File: src/rtl/atcp_pkg.sv
// Package for the credential command parser: line kinds, status codes,
// character constants and the hex digit decoder. No dependencies.
package atcp_pkg;

	localparam int POS_W = 6;
	localparam logic [POS_W-1:0] POS_MAX = 6'd63;
	localparam logic [POS_W-1:0] POS_DIGITS = 6'd5;
	localparam logic [POS_W-1:0] POS_LEN16 = 6'd21;
	localparam logic [POS_W-1:0] POS_LEN32 = 6'd37;

	localparam logic [7:0] CH_NL = 8'd10;
	localparam logic [7:0] CH_A = 8'h41;
	localparam logic [7:0] CH_T = 8'h54;
	localparam logic [7:0] CH_QM = 8'h3F;
	localparam logic [7:0] CH_PLUS = 8'h2B;
	localparam logic [7:0] CH_D = 8'h44;
	localparam logic [7:0] CH_K = 8'h4B;
	localparam logic [7:0] CH_S = 8'h53;
	localparam logic [7:0] CH_EQ = 8'h3D;

	typedef enum logic [2:0] {
		KIND_START = 3'd0,
		KIND_HELP = 3'd1,
		KIND_DEV = 3'd2,
		KIND_APP = 3'd3,
		KIND_KEY = 3'd4,
		KIND_SAVE = 3'd5,
		KIND_NONE = 3'd7
	} line_kind_t;

	typedef enum logic [3:0] {
		ST_HELP = 4'd0,
		ST_DEV_OK = 4'd1,
		ST_DEV_BAD = 4'd2,
		ST_APP_OK = 4'd3,
		ST_APP_BAD = 4'd4,
		ST_KEY_OK = 4'd5,
		ST_KEY_BAD = 4'd6,
		ST_SAVED = 4'd7,
		ST_INCOMPLETE = 4'd8,
		ST_INVALID = 4'd9
	} status_t;

	// Current line as seen by the finishing logic
	typedef struct packed {
		logic [POS_W-1:0] pos;
		line_kind_t kind;
		logic all_hex;
		logic [63:0] shift_hi;
		logic [63:0] shift_lo;
	} line_info_t;

	// Returns {is_hex, nibble}
	function automatic logic [4:0] hex_decode(input logic [7:0] c);
		logic [4:0] r;
		r = 5'd0;
		if (c >= 8'h30 && c <= 8'h39) begin
			r = {1'b1, c[3:0]};
		end else if ((c >= 8'h41 && c <= 8'h46) || (c >= 8'h61 && c <= 8'h66)) begin
			r = {1'b1, c[3:0] + 4'd9};
		end
		return r;
	endfunction

endpackage

File: src/rtl/atcp_line_scan.sv
// Line scanner: tracks position, prefix match and the hex digit shifter.
// Depends on atcp_pkg.
module atcp_line_scan (
	input logic clk,
	input logic arst_n,
	input logic step,
	input logic [7:0] in_byte,
	output atcp_pkg::line_info_t info
);
	import atcp_pkg::*;

	logic [POS_W-1:0] pos_q, pos_d;
	line_kind_t kind_q, kind_d;
	logic all_hex_q, all_hex_d;
	logic [63:0] hi_q, hi_d, lo_q, lo_d;
	logic [4:0] hx;

	assign hx = hex_decode(in_byte);

	// Next line state for one item
	always_comb begin
		pos_d = pos_q;
		kind_d = kind_q;
		all_hex_d = all_hex_q;
		hi_d = hi_q;
		lo_d = lo_q;
		if (in_byte == CH_NL) begin
			pos_d = '0;
			kind_d = KIND_START;
			all_hex_d = 1'b1;
			hi_d = '0;
			lo_d = '0;
		end else begin
			if (pos_q < POS_DIGITS) begin
				case (kind_q)
					KIND_START: begin
						if (pos_q == 6'd0) begin
							if (in_byte != CH_A) kind_d = KIND_NONE;
						end else if (pos_q == 6'd1) begin
							if (in_byte != CH_T) kind_d = KIND_NONE;
						end else if (pos_q == 6'd2) begin
							if (in_byte == CH_QM) kind_d = KIND_HELP;
							else if (in_byte != CH_PLUS) kind_d = KIND_NONE;
						end else begin
							if (in_byte == CH_D) kind_d = KIND_DEV;
							else if (in_byte == CH_A) kind_d = KIND_APP;
							else if (in_byte == CH_K) kind_d = KIND_KEY;
							else if (in_byte == CH_S) kind_d = KIND_SAVE;
							else kind_d = KIND_NONE;
						end
					end
					KIND_HELP, KIND_SAVE: kind_d = KIND_NONE;
					KIND_DEV: begin
						if (pos_q == 6'd4 && in_byte != CH_EQ) kind_d = KIND_NONE;
					end
					default: kind_d = kind_q;
				endcase
			end else if (!hx[4]) begin
				all_hex_d = 1'b0;
			end else begin
				hi_d = {hi_q[59:0], lo_q[63:60]};
				lo_d = {lo_q[59:0], hx[3:0]};
			end
			if (pos_q < POS_MAX) pos_d = pos_q + 6'd1;
		end
	end

	always_ff @(posedge clk or negedge arst_n) begin
		if (!arst_n) begin
			pos_q <= '0;
			kind_q <= KIND_START;
			all_hex_q <= 1'b1;
			hi_q <= '0;
			lo_q <= '0;
		end else if (step) begin
			pos_q <= pos_d;
			kind_q <= kind_d;
			all_hex_q <= all_hex_d;
			hi_q <= hi_d;
			lo_q <= lo_d;
		end
	end

	assign info = '{pos: pos_q, kind: kind_q, all_hex: all_hex_q,
		shift_hi: hi_q, shift_lo: lo_q};

endmodule

File: src/rtl/atcp_cred_store.sv
// Credential store: classifies a finished line, updates the stores and
// the held and configured flags. Depends on atcp_pkg.
module atcp_cred_store (
	input logic clk,
	input logic arst_n,
	input logic finish,
	input atcp_pkg::line_info_t info,
	output atcp_pkg::status_t status,
	output logic configured,
	output logic [63:0] dev_eui,
	output logic [63:0] app_eui,
	output logic [63:0] app_key_hi,
	output logic [63:0] app_key_lo
);
	import atcp_pkg::*;

	logic [2:0] held_q;
	logic done_q;
	logic [63:0] dev_q, app_q, key_hi_q, key_lo_q;
	logic ok16, ok32;
	logic wr_dev, wr_app, wr_key, wr_done;

	assign ok16 = (info.pos == POS_LEN16) && info.all_hex;
	assign ok32 = (info.pos == POS_LEN32) && info.all_hex;

	// Line classification
	always_comb begin
		status = ST_INVALID;
		wr_dev = 1'b0;
		wr_app = 1'b0;
		wr_key = 1'b0;
		wr_done = 1'b0;
		unique case (info.kind)
			KIND_HELP: status = ST_HELP;
			KIND_DEV: begin
				if (info.pos < POS_DIGITS) status = ST_INVALID;
				else if (ok16) begin
					status = ST_DEV_OK;
					wr_dev = 1'b1;
				end else status = ST_DEV_BAD;
			end
			KIND_APP: begin
				status = ok16 ? ST_APP_OK : ST_APP_BAD;
				wr_app = ok16;
			end
			KIND_KEY: begin
				status = ok32 ? ST_KEY_OK : ST_KEY_BAD;
				wr_key = ok32;
			end
			KIND_SAVE: begin
				status = (held_q == 3'b111) ? ST_SAVED : ST_INCOMPLETE;
				wr_done = (held_q == 3'b111);
			end
			default: status = ST_INVALID;
		endcase
	end

	// Flags
	always_ff @(posedge clk or negedge arst_n) begin
		if (!arst_n) begin
			held_q <= '0;
			done_q <= 1'b0;
		end else if (finish) begin
			held_q <= held_q | {wr_key, wr_app, wr_dev};
			if (wr_done) done_q <= 1'b1;
		end
	end

	// Stored values, zero until written
	always_ff @(posedge clk or negedge arst_n) begin
		if (!arst_n) begin
			dev_q <= '0;
			app_q <= '0;
			key_hi_q <= '0;
			key_lo_q <= '0;
		end else if (finish) begin
			if (wr_dev) dev_q <= info.shift_lo;
			if (wr_app) app_q <= info.shift_lo;
			if (wr_key) begin
				key_hi_q <= info.shift_hi;
				key_lo_q <= info.shift_lo;
			end
		end
	end

	assign configured = done_q;
	assign dev_eui = dev_q;
	assign app_eui = app_q;
	assign app_key_hi = key_hi_q;
	assign app_key_lo = key_lo_q;

endmodule

File: src/rtl/at_credential_command_parser.sv
// Top level of the credential command parser: input register, line
// scanner, credential store and result register. Depends on atcp_pkg.
// A newline passes from the input register into the result register, where its
// status item is held valid until it is taken.
// Throughput: one character per cycle; a newline waits in the input
// register only while a previous status is still stalled at the output.
// Reset (arst_n low, asynchronous) clears the line, the stores and flags.
module at_credential_command_parser (
	input logic clk,
	input logic arst_n,
	input logic byte_valid,
	output logic byte_stall,
	input logic [7:0] in_byte,
	output logic result_valid,
	input logic result_stall,
	output logic [3:0] status,
	output logic configured,
	output logic [63:0] dev_eui,
	output logic [63:0] app_eui,
	output logic [63:0] app_key_hi,
	output logic [63:0] app_key_lo
);
	import atcp_pkg::*;

	logic valid_s1;
	logic [7:0] byte_s1;
	logic adv, fin, accept;
	logic out_valid_q;
	status_t status_d;
	logic [3:0] status_q;
	line_info_t info;

	// A newline needs a free result register; other characters always move
	assign adv = valid_s1 && (byte_s1 != CH_NL || !out_valid_q || !result_stall);
	assign fin = adv && byte_s1 == CH_NL;
	assign byte_stall = valid_s1 && !adv;
	assign accept = byte_valid && !byte_stall;

	// Input register
	always_ff @(posedge clk or negedge arst_n) begin
		if (!arst_n) begin
			valid_s1 <= 1'b0;
		end else if (accept) begin
			valid_s1 <= 1'b1;
		end else if (adv) begin
			valid_s1 <= 1'b0;
		end
	end

	always_ff @(posedge clk) begin
		if (accept) byte_s1 <= in_byte;
	end

	atcp_line_scan u_scan (
		.clk(clk),
		.arst_n(arst_n),
		.step(adv),
		.in_byte(byte_s1),
		.info(info)
	);

	atcp_cred_store u_store (
		.clk(clk),
		.arst_n(arst_n),
		.finish(fin),
		.info(info),
		.status(status_d),
		.configured(configured),
		.dev_eui(dev_eui),
		.app_eui(app_eui),
		.app_key_hi(app_key_hi),
		.app_key_lo(app_key_lo)
	);

	// Result register
	always_ff @(posedge clk or negedge arst_n) begin
		if (!arst_n) begin
			out_valid_q <= 1'b0;
		end else if (fin) begin
			out_valid_q <= 1'b1;
		end else if (!result_stall) begin
			out_valid_q <= 1'b0;
		end
	end

	always_ff @(posedge clk) begin
		if (fin) status_q <= status_d;
	end

	assign result_valid = out_valid_q;
	assign status = status_q;

endmodule

File: config.mk
export PLATFORM = sky130hd
export DESIGN_NAME = at_credential_command_parser
export DESIGN_NICKNAME = d
export VERILOG_FILES = /design/src/rtl/atcp_pkg.sv /design/src/rtl/atcp_line_scan.sv /design/src/rtl/atcp_cred_store.sv /design/src/rtl/at_credential_command_parser.sv
export SDC_FILE = /design/constraint.sdc
export NUM_CORES = 1
export LEC_CHECK = 0
export ABC_AREA = 1
export BUFFER_PORTS_ARGS = -buffer_cell sky130_fd_sc_hd__buf_4
export CAP_MARGIN = 5
export CORE_MARGIN = 2
export CORE_UTILIZATION = 58
export CTS_BUF_LIST = sky130_fd_sc_hd__clkbuf_4 sky130_fd_sc_hd__clkbuf_8
export CTS_CLUSTER_DIAMETER = 80
export DETAILED_ROUTE_END_ITERATION = 12
export PLACE_DENSITY_LB_ADDON = 0.12
export RECOVER_POWER = 100
export SYNTH_ARGS = -nofsm -noshare
export SYNTH_HDL_FRONTEND = slang
export SYNTH_SLANG_ARGS = --single-unit
File: constraint.sdc
create_clock -name clk -period 2.5 [get_ports clk]
set_clock_uncertainty 0.2 [all_clocks]
set_input_delay 0.125 -clock clk [delete_from_list [all_inputs] [get_ports clk]]
set_output_delay 0.125 -clock clk [all_outputs]
set_load 0.05 [all_outputs]
---- Word-level counts from Yosys, hierarchy flattened ----
Index checks and enable logic that the tools add are counted.
operators by class
  $add $sub $neg .......................... 2
  order comparisons ....................... 8
  equality and inequality tests ........... 29
  mux-type cells .......................... 44
  bitwise operators ....................... 1
  reductions and logical operators ........ 33
operators with widths
  operator            count
  $mux 64             6
  $mux 3              14
  $eq 8x7->1 const B  4
  $pmux 4 s5          1
  $ge 8x7->1 const B  2
  $le 8x7->1 const B  2
  $ne 8x6->1 const B  2
  $ne 8x7->1 const B  2
  $mux 1              13
  $mux 6              2
  $logic_and 1x1->1   10
  $mux 5              2
  $reduce_and 2->1    5
  $eq 3x3->1 const B  3
  $pmux 3 s3          1
  $eq 8x4->1 const B  1
  $eq 8x6->1 const B  1
  $ge 8x6->1 const B  1
  $le 8x6->1 const B  1
  $mux 4              2
  $ne 8x4->1 const B  1
  $reduce_bool 2->1   4
  $ne 7x5->1 const B  1
  $reduce_and 7->1    1
  25 further kinds    35
storage, ports and cells
  flip-flop bits (word level) ............. 412
  input port bits ......................... 12
  output and inout port bits .............. 263
  word-level logic and storage cells ...... 132

---- Logic depth before layout (Yosys ltp) ----
  word-level depth ........................ 11
  depth in mapped cells ................... 14
  depth with buffers taken out ............ 12

---- Cells and area by module ----
From an unflattened synthesis, not the netlist that was laid out.
unflattened totals
  cells, all modules ...................... 1848
  area, all modules ....................... 17257.8 um2
modules (own cells, without submodules)
  module                        times used  cells an instance  area each (um2)  sequential area each (um2)
  atcp_cred_store               1           1191               10647.7          6506.2
  atcp_line_scan                1           620                6103.4           3454.6
  at_credential_command_parser  1           37                 506.7            410.4

---- Worst setup path before layout ----
No wires, ideal clock.
  path type ............................... flip-flop to flip-flop
  start ................................... register byte_s1[0]
  end ..................................... register valid_s1
  library setup time ...................... 67 ps
  arrival ................................. 2014 ps
  data required time ...................... 2233 ps
  setup slack ............................. 219 ps
  cell stages (with the launch flop) ...... 8
  path buffers ............................ 0
  clock period less this slack ............ 2281 ps
  cells stage by stage .................... edfxtp_1 inv_1 ha_1 nand3_2 nor2_4 nand2_4 nor2_1 or2_2
between the ends
  longest elaborated chain between the ends .. 9
  elaborated cells between the ends (all ways) .. 10
  those cells by class .................... 1 x eq/ne; 1 x mux; 8 x reduce/logical
RTL lines
  element                                      line                                RTL
  from (decl)                                  at_credential_command_parser.sv:26  logic [7:0] byte_s1;
  from (signal assigned)                       at_credential_command_parser.sv:51  if (accept) byte_s1 <= in_byte;
  $ne 8x4->1 (*)                               at_credential_command_parser.sv:34  assign adv = valid_s1 && (byte_s1 != CH_NL || !out_valid_q || !result_stall);
  $logic_or 1x1->1 (*) (2 in series)           at_credential_command_parser.sv:34
  $logic_and 1x1->1 (*)                        at_credential_command_parser.sv:34
  $logic_not 1->1 (*)                          at_credential_command_parser.sv:36  assign byte_stall = valid_s1 && !adv;
  $logic_and 1x1->1 (*)                        at_credential_command_parser.sv:36
  net byte_stall                               at_credential_command_parser.sv:12  output logic byte_stall,
  $logic_not 1->1 (*)                          at_credential_command_parser.sv:37  assign accept = byte_valid && !byte_stall;
  $logic_and 1x1->1 (*)                        at_credential_command_parser.sv:37
  $mux 1 or $reduce_bool 2->1 (tied branches)  --
  to (signal assigned)                         at_credential_command_parser.sv:42  valid_s1 <= 1'b0;
  to (signal assigned)                         at_credential_command_parser.sv:44  valid_s1 <= 1'b1;
  to (signal assigned)                         at_credential_command_parser.sv:46  valid_s1 <= 1'b0;
  to (decl)                                    at_credential_command_parser.sv:25  logic valid_s1;
The timed path passes the listed nets; every way through them passes the cells marked *.
A chain may end at the register's enable or synchronous reset.

---- Worst setup path after layout ----
  start ................................... register byte_s1[0]
  end ..................................... register u_store.held_q[0]
between the ends
  longest elaborated chain between the ends .. 5
  elaborated cells between the ends (all ways) .. 6
  those cells by class .................... 2 x eq/ne; 4 x reduce/logical
RTL lines
  element                         line                                RTL
  $ne 8x4->1                      at_credential_command_parser.sv:34
  $logic_or 1x1->1 (2 in series)  at_credential_command_parser.sv:34
  $logic_and 1x1->1               at_credential_command_parser.sv:34
  $logic_and 1x1->1 (*)           at_credential_command_parser.sv:35  assign fin = adv && byte_s1 == CH_NL;
  to (signal assigned)            atcp_cred_store.sv:64               held_q <= held_q | {wr_key, wr_app, wr_dev};
  to (decl)                       atcp_cred_store.sv:17               logic [2:0] held_q;
Every way passes the cells marked *; elsewhere a longest branch is shown, timed or not.

==> qor.yml <==
yosys.area.top_type: "dfrtp_1"
syn_inst: 1906
ys_warn_count: 0
ff2ff_setup_slack_ns: 0.09
grt_max_degree: 90
drt_iter0_drc: 1200
netlist_area_sq_mm: 0.01670
vdd_drop_max_uv: 480.9
cp-start-kind: "flip-flop"
maxCapViolCount: 0
wl_per_cell_um: 16.84
n_fill_cell: 2513
clock_latency_ns: 0.56
instances_no_fill: 2638
synth-seq-cells: 412
dieWidth_um: 173.7
pre_cts_ws_ns: 0.02362
period_needed_ns: 2.409
required_ns: 2.74
worstMarginPinSlew_ns: 1.089
num_rows: 62
synth_async_sr_flop_share: 0.9709
slew_viol_final: 0
status: "complete, no violations"
via_per_inst: 5.264
h-tree-depth: 3
cts_buffers: 67
hold_class: "input pin to flip-flop"
synth-seq-area-share: 0.6211
cts_tree: "built"
dr_total_vias: 13887
r2r_start: "byte_s1[0]"
route.detailed.drc: 0
wirelength_mm: 44.41
grt.total_usage: 0.2837
diodes: 0
crit_type: "flip-flop to flip-flop"
cp.arrival_ns: 2.65
hpwlAfterDp_mm: 26.83
finalSetupViolCount: 0
syn_to_final_growth_pct: 19.24
fin_crit_sh: 0.9638
synth_top_family_by_area: "simple AND/OR/NAND/NOR gates"
grt_pass1_wl_mm: 69.70
io_buffers: 274
synth_top_flop_cell: "dfrtp_1"
ant_nets: 0
io_pins: 275
syn_nets: 1928
min_path_cells: 2
dr.pass1.iters: 5
postLayoutSetupSlackWorst_ns: 0.09050
final_util: 0.6975
critPathCaptureType: "flip-flop"
fp.coreArea_sq_mm: 0.02855
final_cell_area_sq_mm: 0.01991
crit_fanout: 22
synth_mux_area_frac: 0
holdCritStartpoint: "in_byte[0]"
avgSynthCellArea_sq_um: 8.761
grt_pass1_vias: 13702
drive_above_1_share: 0.08873
rr_endpoint: "u_store.held_q[0]"
fin_nets: 2237
power_mw: 13.88
whs_ns: 0.09801
numClockSinks: 412
reg2reg_depth: 12
antenna_found_initial: 0
synth-xor-area-share: 0.001574
die_h_um: 173.7
initial_core_util: 0.5849
overflow: 0
synth_fa_ha_area_frac: 0.007493
synth_cell_types: 33
fmax_mhz: 415.0
final.setup.tns_ns: 0
synth_edf_count: 12
dp_cells: 2500
path_clk_slew_ns: 0.06
holdPathEnd: "byte_s1[0]"
cts-root-buf: "clkbuf_8"
cts_buffer_depth: 3
synth_top_area_share: 0.5979
synth-simple-area-share: 0.3120
p_leak_nw: 11.06
synthTopCellsByArea: "dfrtp_1 60%, nand2_1 24%, nand3_1 4.8%, edfxtp_1 2.2%, buf_2 1.8%"
power_density_mw_per_mm2: 697.0
place_congestion: 0.8584
die-area_sq_mm: 0.03016
placed_area_sq_mm: 0.01914
synth_compound_area_frac: 0.008467
finalHoldViolCount: 0
slew_headroom: 0.2740
## Yosys cell counts, types with 4 or more instances
library cell,number
nand4_1,5
nor3_1,5
nand3_1,161
buf_6,19
a21oi_1,7
clkbuf_1,6
edfxtp_1,12
dfrtp_1,399
nor2_1,40
or2_2,4
inv_1,41
nand2_1,1083
o21ai_0,10
buf_2,59
inv_2,7
buf_4,15
ha_1,10
## flip-flops by register name, indices dropped and copies added, names as in the netlist
register            count
u_store.configured      1
u_scan.lo_q            64
u_scan.pos_q            6
u_scan.kind_q           3
result_valid            1
u_scan.all_hex_q        1
u_scan.hi_q            64
u_store.app_key_hi     64
byte_s1                 8
u_store.dev_eui        64
status                  4
u_store.app_key_lo     64
u_store.held_q          3
u_store.app_eui        64
valid_s1                1
## layout make-up
cell class / instances / area, sq um / area share
Multi-Input combinational cell: 1347 / 5563 / 0.2794
Inverter: 48 / 185.2 / 0.009300
Clock buffer: 101 / 1240 / 0.06227
Tap cell: 384 / 480.5 / 0.02413
Sequential cell: 412 / 10370 / 0.5209
Clock inverter: 7 / 53.80 / 0.002702
Timing Repair Buffer: 339 / 2017 / 0.1013
## timing repair
action / CTS / global route
hold endpoints to repair: 389 / 0
cloned: 0 / 7
endpoints found under the setup margin: 1 / 387
gates resized for setup: 1 / 25
pin swaps: 0 / 6
hold buffers: 14 / 0
setup buffers: 0 / 9
## cell families after synthesis
logic type,Yosys count
buffers and inverters,147
AO/OA/AOI/OAI,25
adder cells (fa/ha/maj),10
XOR/XNOR,3
flip-flops,412
AND/OR/NAND/NOR,1309
## per-layer routing
layer | track usage | wire (um)
met1 | 0.3906 | 18800
met2 | 0.4647 | 21330
met3 | 0.04715 | 3124
met4 | 0.09594 | 1158
met5 | 0 | 0
## cells in the final DEF, fill, tap and decap left out, types with 2 or more instances in the layout
| master | netlist | layout |
|---|---|---|
| a21oi_1 | 7 | 7 |
| nand3_1 | 161 | 160 |
| edfxtp_1 | 12 | 12 |
| clkbuf_16 | 0 | 5 |
| o21ai_0 | 10 | 10 |
| buf_16 | 0 | 5 |
| nand2_1 | 1083 | 1081 |
| dfrtp_1 | 399 | 398 |
| buf_6 | 19 | 9 |
| nand3_2 | 2 | 3 |
| clkbuf_2 | 0 | 3 |
| nor3_1 | 5 | 4 |
| nand4_1 | 5 | 5 |
| clkinv_2 | 0 | 2 |
| inv_2 | 7 | 8 |
| ha_1 | 10 | 9 |
| dlygate4sd3_1 | 0 | 13 |
| clkinvlp_4 | 0 | 2 |
| o211ai_1 | 3 | 3 |
| clkbuf_1 | 6 | 265 |
| buf_12 | 0 | 17 |
| clkbuf_4 | 0 | 33 |
| clkbuf_8 | 0 | 77 |
| nor2_4 | 1 | 3 |
| o31ai_1 | 2 | 2 |
| inv_6 | 0 | 2 |
| nor2_1 | 40 | 39 |
| buf_4 | 15 | 12 |
| nand2_4 | 2 | 2 |
| inv_4 | 0 | 2 |
| nand2_2 | 2 | 3 |
| xor2_1 | 2 | 2 |
| or2_2 | 4 | 4 |
| inv_1 | 41 | 38 |
## report_power, final
part / total (mW) / leakage [nW] / internal (mW) / switching [mW]
Clock: 5.70 / 0.687 / 3.15 / 2.55
Sequential: 7.11 / 5.68 / 6.86 / 0.240
Combinational: 1.07 / 4.70 / 0.356 / 0.714
Total: 13.9 / 11.1 / 10.4 / 3.50
## worst max-delay path, stage by stage (launching register included)
cell and delay (ns):
edfxtp_1 0.39, inv_1 0.17, ha_1 0.20, nand3_2 0.11
nor2_4 0.15, nand2_4 0.07, nand2_2 0.08, inv_2 0.07
nand2_8 0.12, nor3_4 0.07, buf_12 0.15, clkbuf_16 0.20
or2_2 0.29
## worst max-delay path by stage
| stage | to | depth (start not counted) | slack, ns | start |
|---|---|---|---|---|
| floorplan | valid_s1 | 7 | 0.22 | byte_s1[0] |
| global route | u_scan.hi_q[17] | 13 | -0.02 | byte_s1[1] |
| detailed placement | u_store.app_key_lo[48] | 10 | 0.02 | u_scan.pos_q[1] |
| finish | u_store.held_q[0] | 12 | 0.09 | byte_s1[0] |
| CTS | u_store.app_eui[51] | 10 | 0.001 | u_scan.pos_q[1] |
| global placement | u_store.app_key_lo[51] | 10 | 0.14 | u_scan.pos_q[1] |
(Power assumes the default switching activity.)
